<file path="src/hdl/zle_pkg.sv">
`timescale 1ns / 1ps
`default_nettype none
// ----------------------------------------------------------------------------
// zle_pkg: shared types and constants for the zero-lag EMA filter
// Register indexes, register widths and reset values, the Q1.16 gain format
// and the tap flags that travel from the history ring to the smoothing stage.
// ----------------------------------------------------------------------------
package zle_pkg;

	// Configuration port
	localparam int CFG_IDX_W  = 2;
	localparam int CFG_DATA_W = 17;

	localparam logic [CFG_IDX_W-1:0] REG_PERIOD = 2'd0;
	localparam logic [CFG_IDX_W-1:0] REG_ALPHA  = 2'd1;

	// Register formats
	localparam int PERIOD_W = 7;
	localparam int ALPHA_W  = 17;

	localparam logic [PERIOD_W-1:0] PERIOD_RESET = 7'd9;
	localparam logic [ALPHA_W-1:0]  ALPHA_RESET  = 17'd13107;

	// Gain is unsigned Q1.16, 1.0 is the largest value used
	localparam int                 ALPHA_FRAC = 16;
	localparam logic [ALPHA_W-1:0] ALPHA_ONE  = 17'd65536;
	localparam int                 ALPHA_HALF = 1 << (ALPHA_FRAC - 1);

	// Flags attached to each request as it leaves the history ring
	typedef struct packed {
		logic warming;   // ring not yet full: pass the sample through
		logic seed;      // this request fills the ring: load the state
		logic lag_zero;  // tap is the current sample itself
	} zle_tap_t;

endpackage
`default_nettype wire

</file>
<file path="src/hdl/zle_ring.sv">
`timescale 1ns / 1ps
`default_nettype none
// ----------------------------------------------------------------------------
// zle_ring: sample history ring
// Writes each accepted sample at the write pointer and reads the oldest
// entry (lag samples back) in the same cycle; the read data is registered.
// Tracks warm-up and flags the request that first fills the ring.
// ----------------------------------------------------------------------------
module zle_ring #(
	parameter int MAX_DEPTH   = 64,
	parameter int SAMPLE_BITS = 16
) (
	input  wire                                   clk,
	input  wire                                   arst_n,
	input  wire                                   restart,
	input  wire                                   ld,
	input  wire        [$clog2(MAX_DEPTH)-1:0]    lag,
	input  wire signed [SAMPLE_BITS-1:0]          sample,
	output logic signed [SAMPLE_BITS-1:0]         x_s1,
	output logic signed [SAMPLE_BITS-1:0]         rd_s1,
	output zle_pkg::zle_tap_t                     tap_s1
);
	import zle_pkg::*;

	localparam int AW = $clog2(MAX_DEPTH);

	logic [SAMPLE_BITS-1:0] mem [MAX_DEPTH];
	logic [AW-1:0]          wp_q;
	logic [AW-1:0]          wp_nxt;
	logic                   wrap;
	logic                   primed_q;

	// Advance the pointer, wrapping after the last ring slot
	assign wrap   = (wp_q == lag);
	assign wp_nxt = wrap ? '0 : wp_q + 1'b1;

	// Write the new sample, read the slot just past it (the oldest)
	always_ff @(posedge clk) begin
		if (ld) begin
			mem[wp_q] <= sample;
			rd_s1     <= $signed(mem[wp_nxt]);
		end
	end

	// Pointer and warm-up state; a period write restarts warm-up
	always_ff @(posedge clk or negedge arst_n) begin
		if (!arst_n) begin
			wp_q     <= '0;
			primed_q <= 1'b0;
		end else if (restart) begin
			wp_q     <= '0;
			primed_q <= 1'b0;
		end else if (ld) begin
			wp_q <= wp_nxt;
			if (wrap) begin
				primed_q <= 1'b1;
			end
		end
	end

	// Stage 1 payload
	always_ff @(posedge clk) begin
		if (ld) begin
			x_s1            <= sample;
			tap_s1.warming  <= !primed_q;
			tap_s1.seed     <= !primed_q && wrap;
			tap_s1.lag_zero <= (lag == '0);
		end
	end

endmodule
`default_nettype wire

</file>
<file path="src/hdl/zle_smooth.sv">
`timescale 1ns / 1ps
`default_nettype none
// ----------------------------------------------------------------------------
// zle_smooth: lag correction, EMA update and output formatting
// Forms corrected = 2x - x[n-lag], updates the smoothed state with the Q1.16
// gain (rounded to nearest), then rounds and saturates the state into the
// output register. Warm-up requests pass the raw sample through.
// ----------------------------------------------------------------------------
module zle_smooth #(
	parameter int SAMPLE_BITS   = 16,
	parameter int FRACTION_BITS = 16
) (
	input  wire                                clk,
	input  wire                                ld2,
	input  wire                                ld3,
	input  wire signed [SAMPLE_BITS-1:0]       x_s1,
	input  wire signed [SAMPLE_BITS-1:0]       rd_s1,
	input  wire zle_pkg::zle_tap_t             tap_s1,
	input  wire        [zle_pkg::ALPHA_W-1:0]  alpha,
	output logic signed [SAMPLE_BITS:0]        filtered,
	output logic                               warming
);
	import zle_pkg::*;

	localparam int SB  = SAMPLE_BITS;
	localparam int F   = FRACTION_BITS;
	localparam int SW  = SB + 2 + F;              // smoothed state width
	localparam int DW  = SW + 1;                  // difference width
	localparam int DHW = DW - ALPHA_FRAC;         // high part of difference
	localparam int IW  = DHW + ALPHA_W + 1;       // increment width
	localparam int LW  = ALPHA_W + ALPHA_FRAC;    // low partial product width

	localparam logic [SW:0] HALF_F = (SW + 1)'(1) << (F - 1);

	logic signed [SB-1:0]     past;
	logic signed [SB+1:0]     corr;
	logic signed [SW-1:0]     c_full;
	logic signed [DW-1:0]     diff;
	logic signed [DHW-1:0]    dh;
	logic [ALPHA_FRAC-1:0]    dl;
	logic signed [IW-1:0]     pp_hi;
	logic [LW-1:0]            pp_lo;
	logic [LW:0]              lo_rnd;
	logic [ALPHA_W:0]         lo_part;
	logic signed [IW-1:0]     incr;
	logic signed [SW-1:0]     s_new;
	logic signed [SW-1:0]     s_seed;
	logic signed [SW-1:0]     smoothed_q;
	logic signed [SB-1:0]     x_s2;
	logic                     warming_s2;
	logic [SW:0]              rnd;
	logic signed [SB+2:0]     rq;
	logic                     ovf;
	logic signed [SB:0]       sat;

	// Lag-corrected input; with no lag the tap is the sample itself
	assign past   = tap_s1.lag_zero ? x_s1 : rd_s1;
	assign corr   = {x_s1[SB-1], x_s1, 1'b0} - {{2{past[SB-1]}}, past};
	assign c_full = {corr, {F{1'b0}}};
	assign diff   = {c_full[SW-1], c_full} - {smoothed_q[SW-1], smoothed_q};

	// Split the difference so each product stays narrow
	assign dh    = diff[DW-1:ALPHA_FRAC];
	assign dl    = diff[ALPHA_FRAC-1:0];
	assign pp_hi = $signed({1'b0, alpha}) * dh;
	assign pp_lo = alpha * dl;

	// Round the low product to nearest, ties up, and merge
	assign lo_rnd  = {1'b0, pp_lo} + (LW + 1)'(ALPHA_HALF);
	assign lo_part = lo_rnd[LW:ALPHA_FRAC];
	assign incr    = pp_hi + $signed({{(IW - ALPHA_W - 1){1'b0}}, lo_part});
	assign s_new   = smoothed_q + $signed(incr[SW-1:0]);
	assign s_seed  = {{2{past[SB-1]}}, past, {F{1'b0}}};

	// Stage 2: update the state, seed it when the ring first fills
	always_ff @(posedge clk) begin
		if (ld2) begin
			x_s2       <= x_s1;
			warming_s2 <= tap_s1.warming;
			if (tap_s1.seed) begin
				smoothed_q <= s_seed;
			end else if (!tap_s1.warming) begin
				smoothed_q <= s_new;
			end
		end
	end

	// Round the state to an integer and clamp to the output range
	assign rnd = {smoothed_q[SW-1], smoothed_q} + HALF_F;
	assign rq  = rnd[SW:F];
	assign ovf = !((rq[SB+2:SB] == '0) || (rq[SB+2:SB] == '1));
	assign sat = ovf ? (rq[SB+2] ? {1'b1, {SB{1'b0}}} : {1'b0, {SB{1'b1}}})
	                 : rq[SB:0];

	// Output register
	always_ff @(posedge clk) begin
		if (ld3) begin
			filtered <= warming_s2 ? {x_s2[SB-1], x_s2} : sat;
			warming  <= warming_s2;
		end
	end

endmodule
`default_nettype wire

</file>
<file path="src/hdl/zero_lag_ema_filter.sv">
`timescale 1ns / 1ps
`default_nettype none
// ----------------------------------------------------------------------------
// zero_lag_ema_filter: zero-lag exponential moving average
// Ring memory of recent samples feeds a lag-corrected EMA with a software
// supplied Q1.16 gain; warm-up passes samples through until the ring fills.
//
//   channel  direction  handshake            payload
//   in       to block   in_valid/in_stall    sample
//   out      from block out_valid/out_stall  filtered, warming
//   cfg      to block   cfg_we               cfg_index, cfg_data
//
// One sample per cycle while the output is not stalled; each result passes
// the ring read on the accepting edge, then the state update and the output
// register. The state update loop (subtract, Q1.16 multiply, add) sets the
// cycle time.
// Reset restores period 9 and alpha 13107; history needs no clearing pass,
// since warm-up writes every slot before it is used.
// A stalled output holds its result; earlier stages keep filling until the
// pipeline is full, and only then is the input stalled.
// ----------------------------------------------------------------------------
module zero_lag_ema_filter #(
	parameter int MAX_DEPTH     = 64,
	parameter int SAMPLE_BITS   = 16,
	parameter int FRACTION_BITS = 16
) (
	input  wire                                  clk,
	input  wire                                  arst_n,
	input  wire                                  cfg_we,
	input  wire        [zle_pkg::CFG_IDX_W-1:0]  cfg_index,
	input  wire        [zle_pkg::CFG_DATA_W-1:0] cfg_data,
	input  wire                                  in_valid,
	output logic                                 in_stall,
	input  wire signed [SAMPLE_BITS-1:0]         sample,
	output logic                                 out_valid,
	input  wire                                  out_stall,
	output logic signed [SAMPLE_BITS:0]          filtered,
	output logic                                 warming
);
	import zle_pkg::*;

	localparam int AW = $clog2(MAX_DEPTH);
	localparam int RW = PERIOD_W - 1;
	localparam int LW = (AW > RW) ? AW : RW;

	logic [PERIOD_W-1:0]    period_q;
	logic [ALPHA_W-1:0]     alpha_q;
	logic                   restart;
	logic [PERIOD_W-1:0]    p_eff;
	logic [PERIOD_W-1:0]    p_less;
	logic [LW-1:0]          lag_w;
	logic [LW-1:0]          lag_lim;
	logic [AW-1:0]          lag;
	logic                   valid_s1;
	logic                   valid_s2;
	logic                   out_free;
	logic                   s2_free;
	logic                   s1_free;
	logic                   accept;
	logic                   mv1;
	logic                   mv2;
	logic signed [SAMPLE_BITS-1:0] x_s1;
	logic signed [SAMPLE_BITS-1:0] rd_s1;
	zle_tap_t               tap_s1;

	// Configuration registers; clamp the gain to 1.0
	always_ff @(posedge clk or negedge arst_n) begin
		if (!arst_n) begin
			period_q <= PERIOD_RESET;
			alpha_q  <= ALPHA_RESET;
		end else if (cfg_we) begin
			unique case (cfg_index)
				REG_PERIOD: period_q <= cfg_data[PERIOD_W-1:0];
				REG_ALPHA:  alpha_q  <= (cfg_data > ALPHA_ONE) ? ALPHA_ONE : cfg_data;
				default: ;
			endcase
		end
	end

	assign restart = cfg_we && (cfg_index == REG_PERIOD);

	// Delay tap (period-1)/2, zero period as one, limited to the ring size
	assign p_eff   = (period_q == '0) ? PERIOD_W'(1) : period_q;
	assign p_less  = p_eff - PERIOD_W'(1);
	assign lag_w   = LW'(p_less[PERIOD_W-1:1]);
	assign lag_lim = LW'(MAX_DEPTH - 1);
	assign lag     = AW'((lag_w > lag_lim) ? lag_lim : lag_w);

	// Pipeline flow: a stage takes a request when it is empty or draining
	assign out_free = !out_valid || !out_stall;
	assign s2_free  = !valid_s2 || out_free;
	assign s1_free  = !valid_s1 || s2_free;
	assign in_stall = !s1_free;
	assign accept   = in_valid && s1_free;
	assign mv1      = valid_s1 && s2_free;
	assign mv2      = valid_s2 && out_free;

	always_ff @(posedge clk or negedge arst_n) begin
		if (!arst_n) begin
			valid_s1  <= 1'b0;
			valid_s2  <= 1'b0;
			out_valid <= 1'b0;
		end else begin
			if (s1_free) begin
				valid_s1 <= accept;
			end
			if (s2_free) begin
				valid_s2 <= valid_s1;
			end
			if (out_free) begin
				out_valid <= valid_s2;
			end
		end
	end

	zle_ring #(
		.MAX_DEPTH   (MAX_DEPTH),
		.SAMPLE_BITS (SAMPLE_BITS)
	) u_ring (
		.clk     (clk),
		.arst_n  (arst_n),
		.restart (restart),
		.ld      (accept),
		.lag     (lag),
		.sample  (sample),
		.x_s1    (x_s1),
		.rd_s1   (rd_s1),
		.tap_s1  (tap_s1)
	);

	zle_smooth #(
		.SAMPLE_BITS   (SAMPLE_BITS),
		.FRACTION_BITS (FRACTION_BITS)
	) u_smooth (
		.clk      (clk),
		.ld2      (mv1),
		.ld3      (mv2),
		.x_s1     (x_s1),
		.rd_s1    (rd_s1),
		.tap_s1   (tap_s1),
		.alpha    (alpha_q),
		.filtered (filtered),
		.warming  (warming)
	);

`ifndef ASSERT_OFF
	// Input stalls only when every stage is full and the output is held
	a_stall_full: assert property (@(posedge clk) disable iff (!arst_n)
		in_stall |-> (valid_s1 && valid_s2 && out_valid && out_stall))
		else $error("input stalled with room in the pipeline");

	// The request that seeds the state is still a warm-up request
	a_seed_warm: assert property (@(posedge clk) disable iff (!arst_n)
		(valid_s1 && tap_s1.seed) |-> tap_s1.warming)
		else $error("seed flagged on a primed request");

	// A blocked stage 1 request stays in place
	a_s1_hold: assert property (@(posedge clk) disable iff (!arst_n)
		(valid_s1 && !s2_free) |=> valid_s1)
		else $error("stage 1 request dropped while blocked");
`endif

endmodule
`default_nettype wire

</file>
<file path="config.mk">
export PLATFORM = sky130hd
export DESIGN_NAME = zero_lag_ema_filter
export DESIGN_NICKNAME = d
export VERILOG_FILES = /design/src/hdl/zle_pkg.sv /design/src/hdl/zle_ring.sv /design/src/hdl/zle_smooth.sv /design/src/hdl/zero_lag_ema_filter.sv
export SDC_FILE = /design/constraint.sdc
export NUM_CORES = 2
export LEC_CHECK = 0
export BUFFER_PORTS_ARGS = -buffer_cell sky130_fd_sc_hd__buf_2
export CORE_ASPECT_RATIO = 0.9
export CORE_UTILIZATION = 65
export CTS_CLUSTER_SIZE = 8
export DETAILED_ROUTE_END_ITERATION = 7
export PLACE_DENSITY = 0.78
export SYNTH_ARGS = -nofsm -noshare
export SYNTH_HDL_FRONTEND = slang
export SYNTH_SLANG_ARGS = --single-unit
export TNS_END_PERCENT = 30
</file>
<file path="constraint.sdc">
create_clock -name clk -period 19.4 [get_ports clk]
set_clock_uncertainty 0.2 [all_clocks]
set_input_delay 2.91 -clock clk [delete_from_list [all_inputs] [get_ports clk]]
set_output_delay 2.91 -clock clk [all_outputs]
set_load 0.02 [all_outputs]
</file>
After elaboration in Yosys (flattened, before gate mapping) --
Memories as Yosys holds them, arrays and structs flattened. A register that Yosys moved wholly into a read port is not among the register bits. Cells that the tools add are included.
Word-level totals: input port bits 40, memory bits (writable) 1024, memories kept 1, flip-flop bits (word level) 122, word-level logic and storage cells 76, output and inout bits 20
Cells by class: mux-type cells 17, order comparisons 2, reduce and logical (&&, ||, !) cells 25, add/sub/neg operators 8, multiply operators 2, equality and inequality tests 4
Memories:
- u_ring.mem | depth 64, bits a word 16, rd ports 1, clocked after memory_dff 1, write ports 1, RTL line zle_ring.sv:27 | logic [SAMPLE_BITS-1:0] mem [MAX_DEPTH];
Operators by type and width (number):
- $mux W17 | 4
- $mux W34 | 2
- $add A34 B17 Y35 const B | 1
- $sub A34 B34 Y35 | 1
- $add A33 B16 Y34 const B | 1
- $add A34 B19 Y34 | 1
- $add A34 B34 Y34 | 1
- $mul A18 B19 Y34 | 1
- $mul A17 B16 Y33 | 1
- $mux W6 | 4
- $sub A17 B16 Y18 | 1
- $gt A17 B17 Y1 const B | 1
- $mux W16 | 1
- $reduce_and A2 Y1 | 4
- $logic_not A7 Y1 | 1
- $mux W7 | 1
- $sub A7 B1 Y7 const B | 1
- $add A6 B1 Y6 const B | 1
- $eq A6 B6 Y1 | 1
- $gt A6 B6 Y1 const B | 1
- $logic_not A1 Y1 | 6
- $logic_not A6 Y1 | 1
- $logic_and A1 B1 Y1 | 5
- $mux W1 | 5
- other kinds (7) | 11

Longest topological paths before layout --
depth in word-level cells 9, gate-level depth with buffers 48

By module --
A second synthesis with hierarchy kept.
Unflattened totals: cell total of the unflattened synthesis 5526, area, all modules 69883.3 um2
Modules (own cells, without submodules):
- zle_ring | cells an instance 2520, area an instance 41851.4 um2, sequential area each 31975.7 um2, times used 1
- zle_smooth | cells an instance 2879, area an instance 26654.3 um2, sequential area each 2072.0 um2, times used 1
- zero_lag_ema_filter | cells an instance 127, area an instance 1377.6 um2, sequential area each 688.2 um2, times used 1

Least setup slack after synthesis --
OpenSTA, ideal clock, no wires.
path type flip-flop to flip-flop, from register u_ring.tap_s1[0] (netlist name), to register u_smooth.smoothed_q[32], data pin, path buffers 3, period minus slack after synthesis 11.166 ns, data arrival time 10.697 ns, setup slack 8.234 ns, stages on the path, launching flop included 44, path through edfxtp_1 clkbuf_1 clkbuf_1 mux2i_1 fa_1 a21o_1 a21oi_1 o21ai_0 a21o_1 a21oi_1 o21ai_0 o41ai_1 o21bai_1 a21oi_1 xnor2_1 ha_1 a21o_1 a21o_1 [... 8 more ...] inv_1 fa_1 fa_1 fa_1 inv_1 fa_1 inv_1 ha_1 a21o_1 a21o_1 a21o_1 o21ai_0 a21oi_1 a211oi_1 o21ai_0 a41oi_1 xor2_1 o21ai_0
On the way: word-level cells in the longest chain between the ends 8
RTL lines:
- $mux W16 * | RTL line zle_smooth.sv:57 | assign past = tap_s1.lag_zero ? x_s1 : rd_s1;
- $sub A17 B16 Y18 | RTL line zle_smooth.sv:58 | assign corr = {x_s1[SB-1], x_s1, 1'b0} - {{2{past[SB-1]}}, past};
- $sub A34 B34 Y35 | RTL line zle_smooth.sv:60 | assign diff = {c_full[SW-1], c_full} - {smoothed_q[SW-1], smoothed_q};
- $mul A18 B19 Y34 | RTL line zle_smooth.sv:65 | assign pp_hi = $signed({1'b0, alpha}) * dh;
- $add A34 B19 Y34 | RTL line zle_smooth.sv:71 | assign incr = pp_hi + $signed({{(IW - ALPHA_W - 1){1'b0}}, lo_part});
- $add A34 B34 Y34 | RTL line zle_smooth.sv:72 | assign s_new = smoothed_q + $signed(incr[SW-1:0]);
- $mux W34 | RTL line zle_smooth.sv:82 | end else if (!tap_s1.warming) begin
- $mux W34 * | RTL line zle_smooth.sv:80 | if (tap_s1.seed) begin
- end signal: assignment | RTL line zle_smooth.sv:81 | smoothed_q <= s_seed;
- end signal: assignment | RTL line zle_smooth.sv:83 | smoothed_q <= s_new;
- end: declaration | RTL line zle_smooth.sv:48 | logic signed [SW-1:0] smoothed_q;
Mark *: on every way between the ends. The rest lies on a longest branch, timed or not. The select of a mux whose other input is x is not followed. A chain may end at the register's enable or synchronous reset.

Worst setup path in the final report --
from register u_ring.tap_s1[0] (netlist name), to register u_smooth.smoothed_q[32], data pin
On the way: word-level cells in the longest chain between the ends 8
RTL lines (RTL line):
- $mux W16 * | zle_smooth.sv:57
- $sub A17 B16 Y18 | zle_smooth.sv:58
- $sub A34 B34 Y35 | zle_smooth.sv:60
- $mul A18 B19 Y34 | zle_smooth.sv:65
- $add A34 B19 Y34 | zle_smooth.sv:71
- $add A34 B34 Y34 | zle_smooth.sv:72
- $mux W34 | zle_smooth.sv:82
- $mux W34 * | zle_smooth.sv:80
Marked as above.

==> impl_metrics.env <==
export IMPL_synth_top_area_share=0.486
export IMPL_min_period_over_period=0.622
export IMPL_numClockSinks=1162
export IMPL_routed_wirelength_um=177000
export IMPL_fillerInstances=6833
export IMPL_hold_viol=0
export IMPL_grt_pass1_vias=45992
export IMPL_cp_max_fo=16
export IMPL_finalMaxSlewViolations=0
export IMPL_dieArea_um2=108000
export IMPL_fp_dieW_um=347
export IMPL_nets=6474
export IMPL_drt_iter0_markers=5869
export IMPL_cp_required_ps=19680
export IMPL_tns_ps=0
export IMPL_rsz0062_at_grt="false"
export IMPL_path_buf_inv=4
export IMPL_synth_cells=5541
export IMPL_rows=113
export IMPL_clock_latency_ps=780
export IMPL_cpPeakStageDelay_ps=880
export IMPL_ys_seq_elements=1162
export IMPL_synth_top_cells_by_area="edfxtp_1 49%, fa_1 16%, ha_1 4.9%"
export IMPL_synthTopCellsByCount="1,128 x edfxtp_1, 715 x inv_1, 667 x nand2_1, 560 x fa_1, 272 x ha_1"
export IMPL_crit_path_start_kind="flop"
export IMPL_antenna_cells=0
export IMPL_setup_viol=0
export IMPL_path_clk_slew_ps=50
export IMPL_drc=0
export IMPL_synthSimpleGateAreaFrac=0.0976
export IMPL_maxSlewHeadroom=0.216
export IMPL_drive_gt1_frac=0.101
export IMPL_postCtsSetupRepairBufs=0
export IMPL_netlist_area_um2=69700
export IMPL_initial_core_util=0.658
export IMPL_grt_ovfl_total=0
export IMPL_min_period_ps=12070
export IMPL_yosys_cell_types_count=78
export IMPL_ys_warn_count=0
export IMPL_cts_tree="yes"
export IMPL_end_kind="flop"
export IMPL_via_count=44845
export IMPL_coreArea_um2=106000
export IMPL_synth_net_count=6413
export IMPL_synth_compound_area_frac=0.0689
export IMPL_muxShareOfSynthArea=0.0529
export IMPL_grt_pass1_wl_um=273000
export IMPL_area_growth_pct=9.36
export IMPL_crit_arrival_ps=12350
export IMPL_outcome="finished clean"
export IMPL_yosysSeqAreaShare=0.499
export IMPL_synth_xor_area_share=0.0165
export IMPL_cts_htree_levels=4
export IMPL_worst_pin_slew_ps=1180
export IMPL_synthFlopType="edfxtp_1"
export IMPL_hpwlAfterDp_um=109000
export IMPL_cts_buffers=163
export IMPL_synth_top_family_by_area="adder cells"
export IMPL_cts_hold_buf=0
export IMPL_grt_usage=0.335
export IMPL_avgViaCountPerCell=6.40
export IMPL_clockRootBuffer="clkbuf_16"
export IMPL_yosysMostFrequentCell="edfxtp_1"
export IMPL_hp_class="reg2reg"
export IMPL_yosys_area_top_type="edfxtp_1"
export IMPL_synth_edf_count=1128
export IMPL_synthAdderAreaFrac=0.210
export IMPL_routedWlPerCell_um=25.2
export IMPL_io_pins=60
export IMPL_async_flop_share=0.0293
export IMPL_placement_io_buffers=59
export IMPL_critPathKind="reg2reg"
export IMPL_first_pass_iters=6
export IMPL_postRouteAntennaNets=0
export IMPL_cts_resized_gates=0
export IMPL_cp_top_family="adder cells"
export IMPL_max_clock_freq_ghz=0.0829
export IMPL_cpMaxStageDelayCell="edfxtp_1"
export IMPL_die_h_um=313
export IMPL_gp_congestion=0.913
export IMPL_max_cap_violations=0
export IMPL_syn_avg_cell_area_um2=12.6
export IMPL_grt_start_max_net_pins=174
export IMPL_cts_buffer_depth=3
export IMPL_antenna_found_initial=2
[kinds of logic after synthesis]
kind of cell	Yosys count
adders and majority gates	832
DFF	1162
and+or+nand+nor	1455
AOI/OAI and AO/OA	742
buffers and inverters	1014
xor gates and xnor gates	129
muxes	207
[metrics by stage]
stage	setup WS, ps	util	hold slack [ps]	cells	instance area, um^2
final	7330	0.719	288	7011	76200
after global placement	7560	0.677	267	6817	71700
after floorplan	8230	-	220	5541	69700
after global routing	6610	0.719	305	7011	76200
after detailed placement	7440	0.677	280	6817	71700
after CTS	7420	0.719	290	7011	76200
[layout make-up]
cell class	instances	area, um^2	share of cell area
multi-input combinational	3365	31200	0.410
clock inverter	15	309	0.00406
timing repair buffer	195	1350	0.0178
inverter	715	2680	0.0352
tap	1380	1730	0.0227
sequential	1162	34700	0.456
clock buffer	179	4160	0.0546
[per-layer routing]
| layer | GRT usage | part of all wire | vias up |
|---|---|---|---|
| li1 | - | - | 19210 |
| met1 | 0.476 | 0.39 | 22548 |
| met2 | 0.517 | 0.47 | 2706 |
| met3 | 0.0669 | 0.11 | 379 |
| met4 | 0.131 | 0.038 | 2 |
| met5 | 0 | 0.00011 | - |
[flip-flops by register name (all words and copies together), names as in the netlist]
register,count
u_smooth.x_s2,16
valid_s1,1
out_valid,1
u_smooth.filtered,17
u_ring.x_s1,16
period_q,7
alpha_q,17
u_smooth.smoothed_q,34
valid_s2,1
u_ring.primed_q,1
u_ring.rd_s1,16
u_ring.mem,1024
u_ring.tap_s1,3
u_smooth.warming_s2,1
u_smooth.warming,1
u_ring.wp_q,6
[placed cells by master (no fill, tap or decap), drive strengths merged, types with 35 or more instances in the layout]
cell	count
xor2	37
mux2i	72
o21ai	130
buf	195
nand3	81
and2	267
edfxtp	1128
fa	560
a31oi	65
mux4	128
nor3	96
a311oi	35
ha	272
a21o	45
inv	722
a21oi	225
nor2	193
clkbuf	179
nand2	667
xnor2	91
nor2b	41
[worst register-to-register path: cells and delay by family, from the launching register on]
family	cells	cell delay, ps
xor+xnor	2	330
fa+ha+maj	10	4670
simple gates	2	940
flops	1	880
mux	1	290
buf+inv	4	190
compound gates	21	4310
[path summary, 6_finish.rpt]
path                                  start                      end  slack [ps]  depth (start not counted)
max in group asynchronous            arst_n           u_ring.wp_q[0]       16350                          1
max                        u_ring.tap_s1[0]  u_smooth.smoothed_q[32]        7330                         40
min                                valid_s1                 valid_s2         290                          1
min reg2reg                        valid_s1                 valid_s2         290                          1
max reg2reg                u_ring.tap_s1[0]  u_smooth.smoothed_q[32]        7330                         40
min in group asynchronous            arst_n               alpha_q[6]        2030                          1
Power is not shown: default switching activity piles up to over one toggle a cycle in this logic, so the estimate is an artifact.
